File: config.mk
export PLATFORM = sky130hd
export DESIGN_NAME = base32_stream_encoder_unit
export DESIGN_NICKNAME = d
export VERILOG_FILES = /design/src/sv/b32e_pkg.sv /design/src/sv/base32_stream_encoder_unit.sv /design/src/sv/b32e_front.sv /design/src/sv/b32e_cmd_queue.sv /design/src/sv/b32e_back.sv
export SDC_FILE = /design/constraint.sdc
export NUM_CORES = 1
export LEC_CHECK = 0
export BUFFER_PORTS_ARGS = -buffer_cell sky130_fd_sc_hd__buf_2
export CORE_MARGIN = 2
export CORE_UTILIZATION = 60
export CTS_CLUSTER_DIAMETER = 60
export DETAILED_ROUTE_END_ITERATION = 8
export PLACE_DENSITY = 0.79
export RECOVER_POWER = 100
export SETUP_SLACK_MARGIN = 0.1
export SKIP_CTS_REPAIR_TIMING = 1
export SLEW_MARGIN = 20
export SYNTH_ARGS = -nofsm -noshare
export SYNTH_HDL_FRONTEND = slang
export SYNTH_HIERARCHICAL = 1
export SYNTH_SLANG_ARGS = --single-unit
File: constraint.sdc
create_clock -name clk -period 7.6 [get_ports clk]
set_input_delay 0.38 -clock clk [delete_from_list [all_inputs] [get_ports clk]]
set_output_delay 0.38 -clock clk [all_outputs]
set_load 0.01 [all_outputs]
File: src/sv/b32e_pkg.sv
// Package for the streaming Base32 encoder: payload structs, the queue command
// type, the alphabet and padding lookups. Used by every module of the encoder.
// No dependencies.
package b32e_pkg;

  typedef struct packed {
    logic [7:0] data_byte;
    logic       last_byte;
  } byte_item_t;

  typedef struct packed {
    logic [7:0] out_char;
    logic       last_char;
  } char_item_t;

  // One classified byte: the characters it causes, described for the back end.
  typedef struct packed {
    logic [4:0] sym0;
    logic [4:0] sym1;
    logic       two_syms;
    logic       has_flush;
    logic [4:0] flush_sym;
    logic [2:0] last_idx;
    logic       msg_end;
  } cmd_t;

  localparam int unsigned CMD_QUEUE_DEPTH = 2;
  localparam logic [7:0]  PAD_CHAR        = 8'h3D;
  localparam logic [2:0]  LAST_PHASE      = 3'd4;

  function automatic logic [7:0] sym_to_char(input logic [4:0] sym);
    logic [7:0] ch;
    if (sym < 5'd26) begin
      ch = 8'h41 + {3'b000, sym};
    end else begin
      ch = 8'h32 + {3'b000, sym - 5'd26};
    end
    return ch;
  endfunction

  // Number of '=' characters after a final byte, by the group phase of that byte.
  function automatic logic [2:0] pad_by_phase(input logic [2:0] phase);
    logic [2:0] n;
    case (phase)
      3'd0: n = 3'd6;
      3'd1: n = 3'd4;
      3'd2: n = 3'd3;
      3'd3: n = 3'd1;
      default: n = 3'd0;
    endcase
    return n;
  endfunction

endpackage

File: src/sv/base32_stream_encoder_unit.sv
// Streaming Base32 encoder, standard alphabet, '=' padding to eight characters.
// Each byte becomes a command in the command queue, then characters in the output register.
// Throughput: one character per cycle while char_stall is low, set by the single output
// register; a byte gives one or two characters, a final byte up to eight with flush and padding.
// A two-entry command queue lets bytes be taken while characters are stalled.
// Synchronous reset clears the bit carry, group phase, queue and output valid.
module base32_stream_encoder_unit (
  input  logic                 clk,
  input  logic                 rst,
  input  logic                 byte_valid,
  output logic                 byte_stall,
  input  b32e_pkg::byte_item_t byte_item,
  output logic                 char_valid,
  input  logic                 char_stall,
  output b32e_pkg::char_item_t char_item
);

  logic           push;
  logic           pop;
  logic           queue_full;
  logic           queue_not_empty;
  b32e_pkg::cmd_t front_cmd;
  b32e_pkg::cmd_t head_cmd;

  assign byte_stall = queue_full;

  b32e_front u_front (
    .clk        (clk),
    .rst        (rst),
    .byte_valid (byte_valid),
    .byte_item  (byte_item),
    .queue_full (queue_full),
    .push       (push),
    .cmd        (front_cmd)
  );

  b32e_cmd_queue u_queue (
    .clk       (clk),
    .rst       (rst),
    .push      (push),
    .push_cmd  (front_cmd),
    .pop       (pop),
    .full      (queue_full),
    .not_empty (queue_not_empty),
    .head      (head_cmd)
  );

  b32e_back u_back (
    .clk        (clk),
    .rst        (rst),
    .cmd_valid  (queue_not_empty),
    .cmd        (head_cmd),
    .pop        (pop),
    .char_valid (char_valid),
    .char_stall (char_stall),
    .char_item  (char_item)
  );

endmodule

File: src/sv/b32e_front.sv
// Front end of the Base32 encoder: accepts bytes, keeps the bit carry and
// group phase, and turns each byte into a command. Depends on b32e_pkg.
module b32e_front (
  input  logic                clk,
  input  logic                rst,
  input  logic                byte_valid,
  input  b32e_pkg::byte_item_t byte_item,
  input  logic                queue_full,
  output logic                push,
  output b32e_pkg::cmd_t      cmd
);

  logic [3:0] leftover_bits;
  logic [2:0] leftover_count;
  logic [2:0] group_phase;

  logic [11:0] acc;
  logic [2:0]  rem_count;
  logic [3:0]  rem_bits;
  logic [7:0]  flush_wide;
  logic [2:0]  pad_cnt;
  logic [3:0]  total;
  logic [2:0]  cnt_in;

  assign push = byte_valid && !queue_full;

  always_comb begin
    cnt_in = (leftover_count > 3'd4) ? 3'd4 : leftover_count;
    acc    = {leftover_bits, byte_item.data_byte};
    cmd.two_syms = (cnt_in >= 3'd2);
    cmd.sym0     = 5'(acc >> (cnt_in + 3'd3));
    cmd.sym1     = 5'(acc >> (cnt_in - 3'd2));
    rem_count    = cmd.two_syms ? (cnt_in - 3'd2) : (cnt_in + 3'd3);
    rem_bits     = acc[3:0] & 4'((5'd1 << rem_count) - 5'd1);
    // Leftover bits go to the top of the flush symbol, zero filled on the right.
    flush_wide   = {4'b0000, rem_bits} << (3'd5 - rem_count);
    cmd.flush_sym = flush_wide[4:0];
    cmd.msg_end   = byte_item.last_byte;
    cmd.has_flush = byte_item.last_byte && (rem_count != 3'd0);
    pad_cnt       = byte_item.last_byte ? b32e_pkg::pad_by_phase(group_phase) : 3'd0;
    total         = 4'd1 + {3'b000, cmd.two_syms} + {3'b000, cmd.has_flush}
                    + {1'b0, pad_cnt};
    cmd.last_idx  = 3'(total - 4'd1);
  end

  always_ff @(posedge clk) begin
    if (rst) begin
      leftover_bits  <= '0;
      leftover_count <= '0;
      group_phase    <= '0;
    end else if (push) begin
      if (byte_item.last_byte) begin
        leftover_bits  <= '0;
        leftover_count <= '0;
        group_phase    <= '0;
      end else begin
        leftover_bits  <= rem_bits;
        leftover_count <= rem_count;
        group_phase    <= (group_phase >= b32e_pkg::LAST_PHASE) ? 3'd0
                          : group_phase + 3'd1;
      end
    end
  end

endmodule

File: src/sv/b32e_cmd_queue.sv
// Short command queue between the front and back ends of the Base32 encoder.
// Depends on b32e_pkg for the command type and depth.
module b32e_cmd_queue (
  input  logic           clk,
  input  logic           rst,
  input  logic           push,
  input  b32e_pkg::cmd_t push_cmd,
  input  logic           pop,
  output logic           full,
  output logic           not_empty,
  output b32e_pkg::cmd_t head
);

  localparam int unsigned PtrW = (b32e_pkg::CMD_QUEUE_DEPTH > 1)
                                 ? $clog2(b32e_pkg::CMD_QUEUE_DEPTH) : 1;
  localparam int unsigned CntW = $clog2(b32e_pkg::CMD_QUEUE_DEPTH + 1);
  localparam logic [PtrW-1:0] LastPtr = PtrW'(b32e_pkg::CMD_QUEUE_DEPTH - 1);
  localparam logic [CntW-1:0] Depth   = CntW'(b32e_pkg::CMD_QUEUE_DEPTH);

  b32e_pkg::cmd_t entries [b32e_pkg::CMD_QUEUE_DEPTH];
  logic [PtrW-1:0] wr_ptr;
  logic [PtrW-1:0] rd_ptr;
  logic [CntW-1:0] fill;

  assign full      = (fill == Depth);
  assign not_empty = (fill != '0);
  assign head      = entries[rd_ptr];

  always_ff @(posedge clk) begin
    if (push) begin
      entries[wr_ptr] <= push_cmd;
    end
  end

  always_ff @(posedge clk) begin
    if (rst) begin
      wr_ptr <= '0;
      rd_ptr <= '0;
      fill   <= '0;
    end else begin
      if (push) begin
        wr_ptr <= (wr_ptr == LastPtr) ? '0 : wr_ptr + 1'b1;
      end
      if (pop) begin
        rd_ptr <= (rd_ptr == LastPtr) ? '0 : rd_ptr + 1'b1;
      end
      if (push && !pop) begin
        fill <= fill + 1'b1;
      end else if (pop && !push) begin
        fill <= fill - 1'b1;
      end
    end
  end

endmodule

File: src/sv/b32e_back.sv
// Back end of the Base32 encoder: steps through the characters of the head
// command, one per cycle while not stalled, into the output register. Depends on b32e_pkg.
module b32e_back (
  input  logic                 clk,
  input  logic                 rst,
  input  logic                 cmd_valid,
  input  b32e_pkg::cmd_t       cmd,
  output logic                 pop,
  output logic                 char_valid,
  input  logic                 char_stall,
  output b32e_pkg::char_item_t char_item
);

  logic [2:0] char_idx;
  logic       load;
  logic       emit;
  logic [2:0] flush_idx;
  b32e_pkg::char_item_t char_item_next;

  // The output register takes a new character whenever its current one leaves.
  assign load = !char_valid || !char_stall;
  assign emit = load && cmd_valid;
  assign pop  = emit && (char_idx == cmd.last_idx);

  always_comb begin
    flush_idx = cmd.two_syms ? 3'd2 : 3'd1;
    if (char_idx == 3'd0) begin
      char_item_next.out_char = b32e_pkg::sym_to_char(cmd.sym0);
    end else if (char_idx == 3'd1 && cmd.two_syms) begin
      char_item_next.out_char = b32e_pkg::sym_to_char(cmd.sym1);
    end else if (char_idx == flush_idx && cmd.has_flush) begin
      char_item_next.out_char = b32e_pkg::sym_to_char(cmd.flush_sym);
    end else begin
      char_item_next.out_char = b32e_pkg::PAD_CHAR;
    end
    char_item_next.last_char = cmd.msg_end && (char_idx == cmd.last_idx);
  end

  always_ff @(posedge clk) begin
    if (rst) begin
      char_valid <= 1'b0;
      char_idx   <= '0;
    end else begin
      if (load) begin
        char_valid <= cmd_valid;
      end
      if (pop) begin
        char_idx <= '0;
      end else if (emit) begin
        char_idx <= char_idx + 3'd1;
      end
    end
  end

  always_ff @(posedge clk) begin
    if (emit) begin
      char_item <= char_item_next;
    end
  end

endmodule

==> impl_metrics.yaml <==
clock_tree:
  numCtsBuffers: 9
  cts_tree: "yes"
  clk_pin_slew_worst_paths_ps: 70
  clock_sinks: 69
  cts_root_buf: "clkbuf_8"
  cts_htree_levels: 3
  insertion_delay_ps: 350
  cts.path.max_buffers: 2
yosys:
  ys.flop_type: "edfxtp_1"
  syn_nets: 444
  synth.most_common_cell: "edfxtp_1"
  netlist_instances: 409
  synth_top_area_cell: "edfxtp_1"
  synth_area_leaders: "edfxtp_1, dfxtp_1, ha_1, mux2_2, mux2i_1"
  ys_ff_latch: 69
  syn_avg_cell_area_um2: 10.6
  synth_edf_count: 50
  synth_top_area_share_pct: 34.7
  ys_warn_count: 6
  synth_seq_area_share_pct: 43.5
  synthArstFlopShare_pct: 0
  synth_area_um2: 4330
  synthDistinctLibCells: 68
  synth_common_cells: "edfxtp_1, nor2_1, a21oi_1, ha_1, mux2_2"
layout:
  layout-drive-gt1-share_pct: 13.1
  nNetsFinal: 456
  antenna-diode-count: 0
  fill_cells: 544
  final_cell_count_no_fill: 522
  postLayoutCoreUtil_pct: 67.2
  syn_to_final_growth_pct: 6.62
global_routing:
  grt_pass1_vias: 2879
  grt_pass1_wl_um: 13900
  grt-ovfl-total: 0
  antenna_found_initial: 0
  grt_max_degree: 32
  grt_usage_pct: 23.3
hold_path:
  hold_path.class: "in -> reg"
  hold_end: "u_back/char_valid$_SDFFE_PP0N_"
  hold_depth: 3
  hold_path_startpoint: "char_stall"
timing:
  max-slew-margin-rel_pct: -29.6
  fmax_ghz: 0.242
  slew_violations: 14
  fin_skew_ps: 8.03
  fin_hold_ws_ps: 274
  worst_pin_slew_ps: 1930
  finalCritPeriodShare_pct: 54.3
  finalHoldViolCount: 0
  finalSetupTns_ps: 0
  rsz0062_at_grt: "false"
  finalSetupViolations: 0
  fin_crit_ps: 4130
worst_setup_path:
  critPathArrivalTime_ps: 4220
  r2r_start: "u_front/leftover_count[0]$_SDFFE_PP0P_"
  worst-path-stages: 10
  startpoint_type: "flop"
  end_kind: "flop"
  r2r-end: "u_queue/entries[0][3]$_DFFE_PP_"
  path_delay_family: "buffers and inverters"
  r2r_cells: 10
  critPathSlowestCell: "clkbuf_1"
  worstPathBufferInverterCount: 2
  critPathRequiredTime_ps: 7690
  crit_chain: "clkbuf_1 > nor2b_1 > inv_1 > ha_1 > nand4b_1 > a21oi_1 > nor2b_1 > fa_1 > ha_1 > xor2_1"
  path_max_fanout: 30
  rrSetupSlack_ps: 3470
  crit_type: "reg -> reg"
  slowest_delay_ps: 980
power:
  p_comb_share_pct: 43.7
  switching_share_pct: 37.4
  p_switching_w: 0.000585
  p_int_w: 0.000978
  seqPwrFrac_pct: 37.8
  peakVddDrop_uv: 150
  powerDensity_nw_per_um2: 339
  leakagePower_nw: 1.71
  clock_power_share_pct: 18.4
detailed_routing:
  drc: 0
  drt_first_pass_iters: 5
  post_drt_wl_per_cell_um: 15.8
  antenna_left: 0
  drt_iter0_drc: 170
  via_count: 3070
  postRouteWirelength_um: 8270
  viasPerCell: 5.88
run_status:
  failed_checks: "max-capacitance violations, max-slew violations"
  status: "complete, but fails checks"
placed_design:
  place.gp.congestion: 0.878
  hpwlAfterDp_um: 5810
  place_inst: 506
  portBuffers: 22
floorplanning:
  dieWidth_um: 88.9
  die_h_um: 88.9
  dieArea_um2: 7910
  start_util_pct: 63.0
  io_pins: 24
  core_area_um2: 6870
  rows: 30
run:
  drv_cap: 1
-- kinds of logic (layout without fill, tap and decap cells) --
| family | count (synthesis) | in the layout | share of synthesized area, % |
|---|---|---|---|
| buffers and inverters | 45 | 62 | 4.77 |
| and+or+nand+nor | 112 | 112 | 13.9 |
| AOI/OAI and AO/OA | 88 | 88 | 13.5 |
| DFF | 69 | 69 | 43.5 |
| muxes | 45 | 45 | 12.3 |
| other | 2 | 2 | 0.174 |
| adders and majority gates | 22 | 22 | 6.54 |
| xor gates and xnor gates | 26 | 26 | 5.26 |
-- routing by layer --
layer / share of wire (%) / wire length, um / track usage, %
met5: 0 / 0 / 0
met4: 1.7 / 144 / 8.40
met3: 4.8 / 393 / 5.36
met2: 47 / 3890 / 36.0
met1: 46 / 3840 / 32.3
-- placed cells by master, fill, tap and decap left out, types with 4 or more instances in the layout --
cell	n
dfxtp_1	19
o21ai_0	20
inv_1	19
nand2_1	19
nor2_1	32
mux2_1	7
nand3b_1	7
mux2_2	19
edfxtp_1	50
a21oi_1	23
o22ai_1	6
xor2_1	9
buf_2	11
a22oi_1	5
nor2b_1	10
nand3_1	5
ha_1	21
xnor2_1	17
mux4_2	4
clkbuf_8	10
nand2b_1	7
a211oi_1	4
mux2i_1	15
nor3_1	5
clkbuf_1	15
-- power by group through the flow --
| stage | clock network [W] | registers [W] | logic [W] |
|---|---|---|---|
| after floorplan | 0 | 0.000594 | 0.000542 |
| after global placement | 0 | 0.000594 | 0.000671 |
| after detailed placement | 0 | 0.000598 | 0.000690 |
| after CTS | 0.000297 | 0.000590 | 0.000699 |
| after global routing | 0.000308 | 0.000605 | 0.000767 |
| final | 0.000288 | 0.000591 | 0.000684 |
-- sequential cells by signal, indices dropped and copies added (netlist names), named ones only --
register and count:
u_back/char_idx 3, u_back/char_item 8, u_back/char_valid 1, u_front/group_phase 3
u_front/leftover_bits 4, u_front/leftover_count 3, u_queue/entries 42, u_queue/fill 2
u_queue/rd_ptr 1, u_queue/wr_ptr 1
-- layout make-up --
class	count	area, um^2	area share, %
clock buffer	12	166	3.61
inverter	20	75.1	1.63
sequential	69	1880	40.8
tap	96	120	2.60
timing repair buffer	26	115	2.50
clock inverter	4	28.8	0.624
multi-input combinational	295	2230	48.3
-- per-stage QoR --
stage	cell area, um^2	worst slack (ps)	power [W]
after global routing	4610	3170	0.00168
after CTS	4650	4180	0.00159
after detailed placement	4460	4170	0.00129
final	4610	3470	0.00156
after floorplan	4330	4920	0.00114
after global placement	4460	4310	0.00126
-- worst max-delay path by stage --
stage	start	to
after global routing	u_front/leftover_count[0]$_SDFFE_PP0P_	u_queue/entries[0][3]$_DFFE_PP_
final	u_front/leftover_count[0]$_SDFFE_PP0P_	u_queue/entries[0][3]$_DFFE_PP_
after detailed placement	u_front/leftover_count[2]$_SDFFE_PP0P_	u_queue/entries[0][3]$_DFFE_PP_
after CTS	u_front/leftover_count[2]$_SDFFE_PP0P_	u_queue/entries[0][3]$_DFFE_PP_
after floorplan	u_front/leftover_count[2]$_SDFFE_PP0P_	u_queue/entries[0][3]$_DFFE_PP_
after global placement	u_front/leftover_count[2]$_SDFFE_PP0P_	u_queue/entries[0][3]$_DFFE_PP_
-- worst register-to-register path, cell delays in order, from the launching register on --
cell	delay [ps]
dfxtp_1	310
clkbuf_1	980
nor2b_1	600
inv_1	240
ha_1	410
nand4b_1	110
a21oi_1	290
nor2b_1	140
fa_1	430
ha_1	200
xor2_1	170
(Power assumes the default switching activity.)
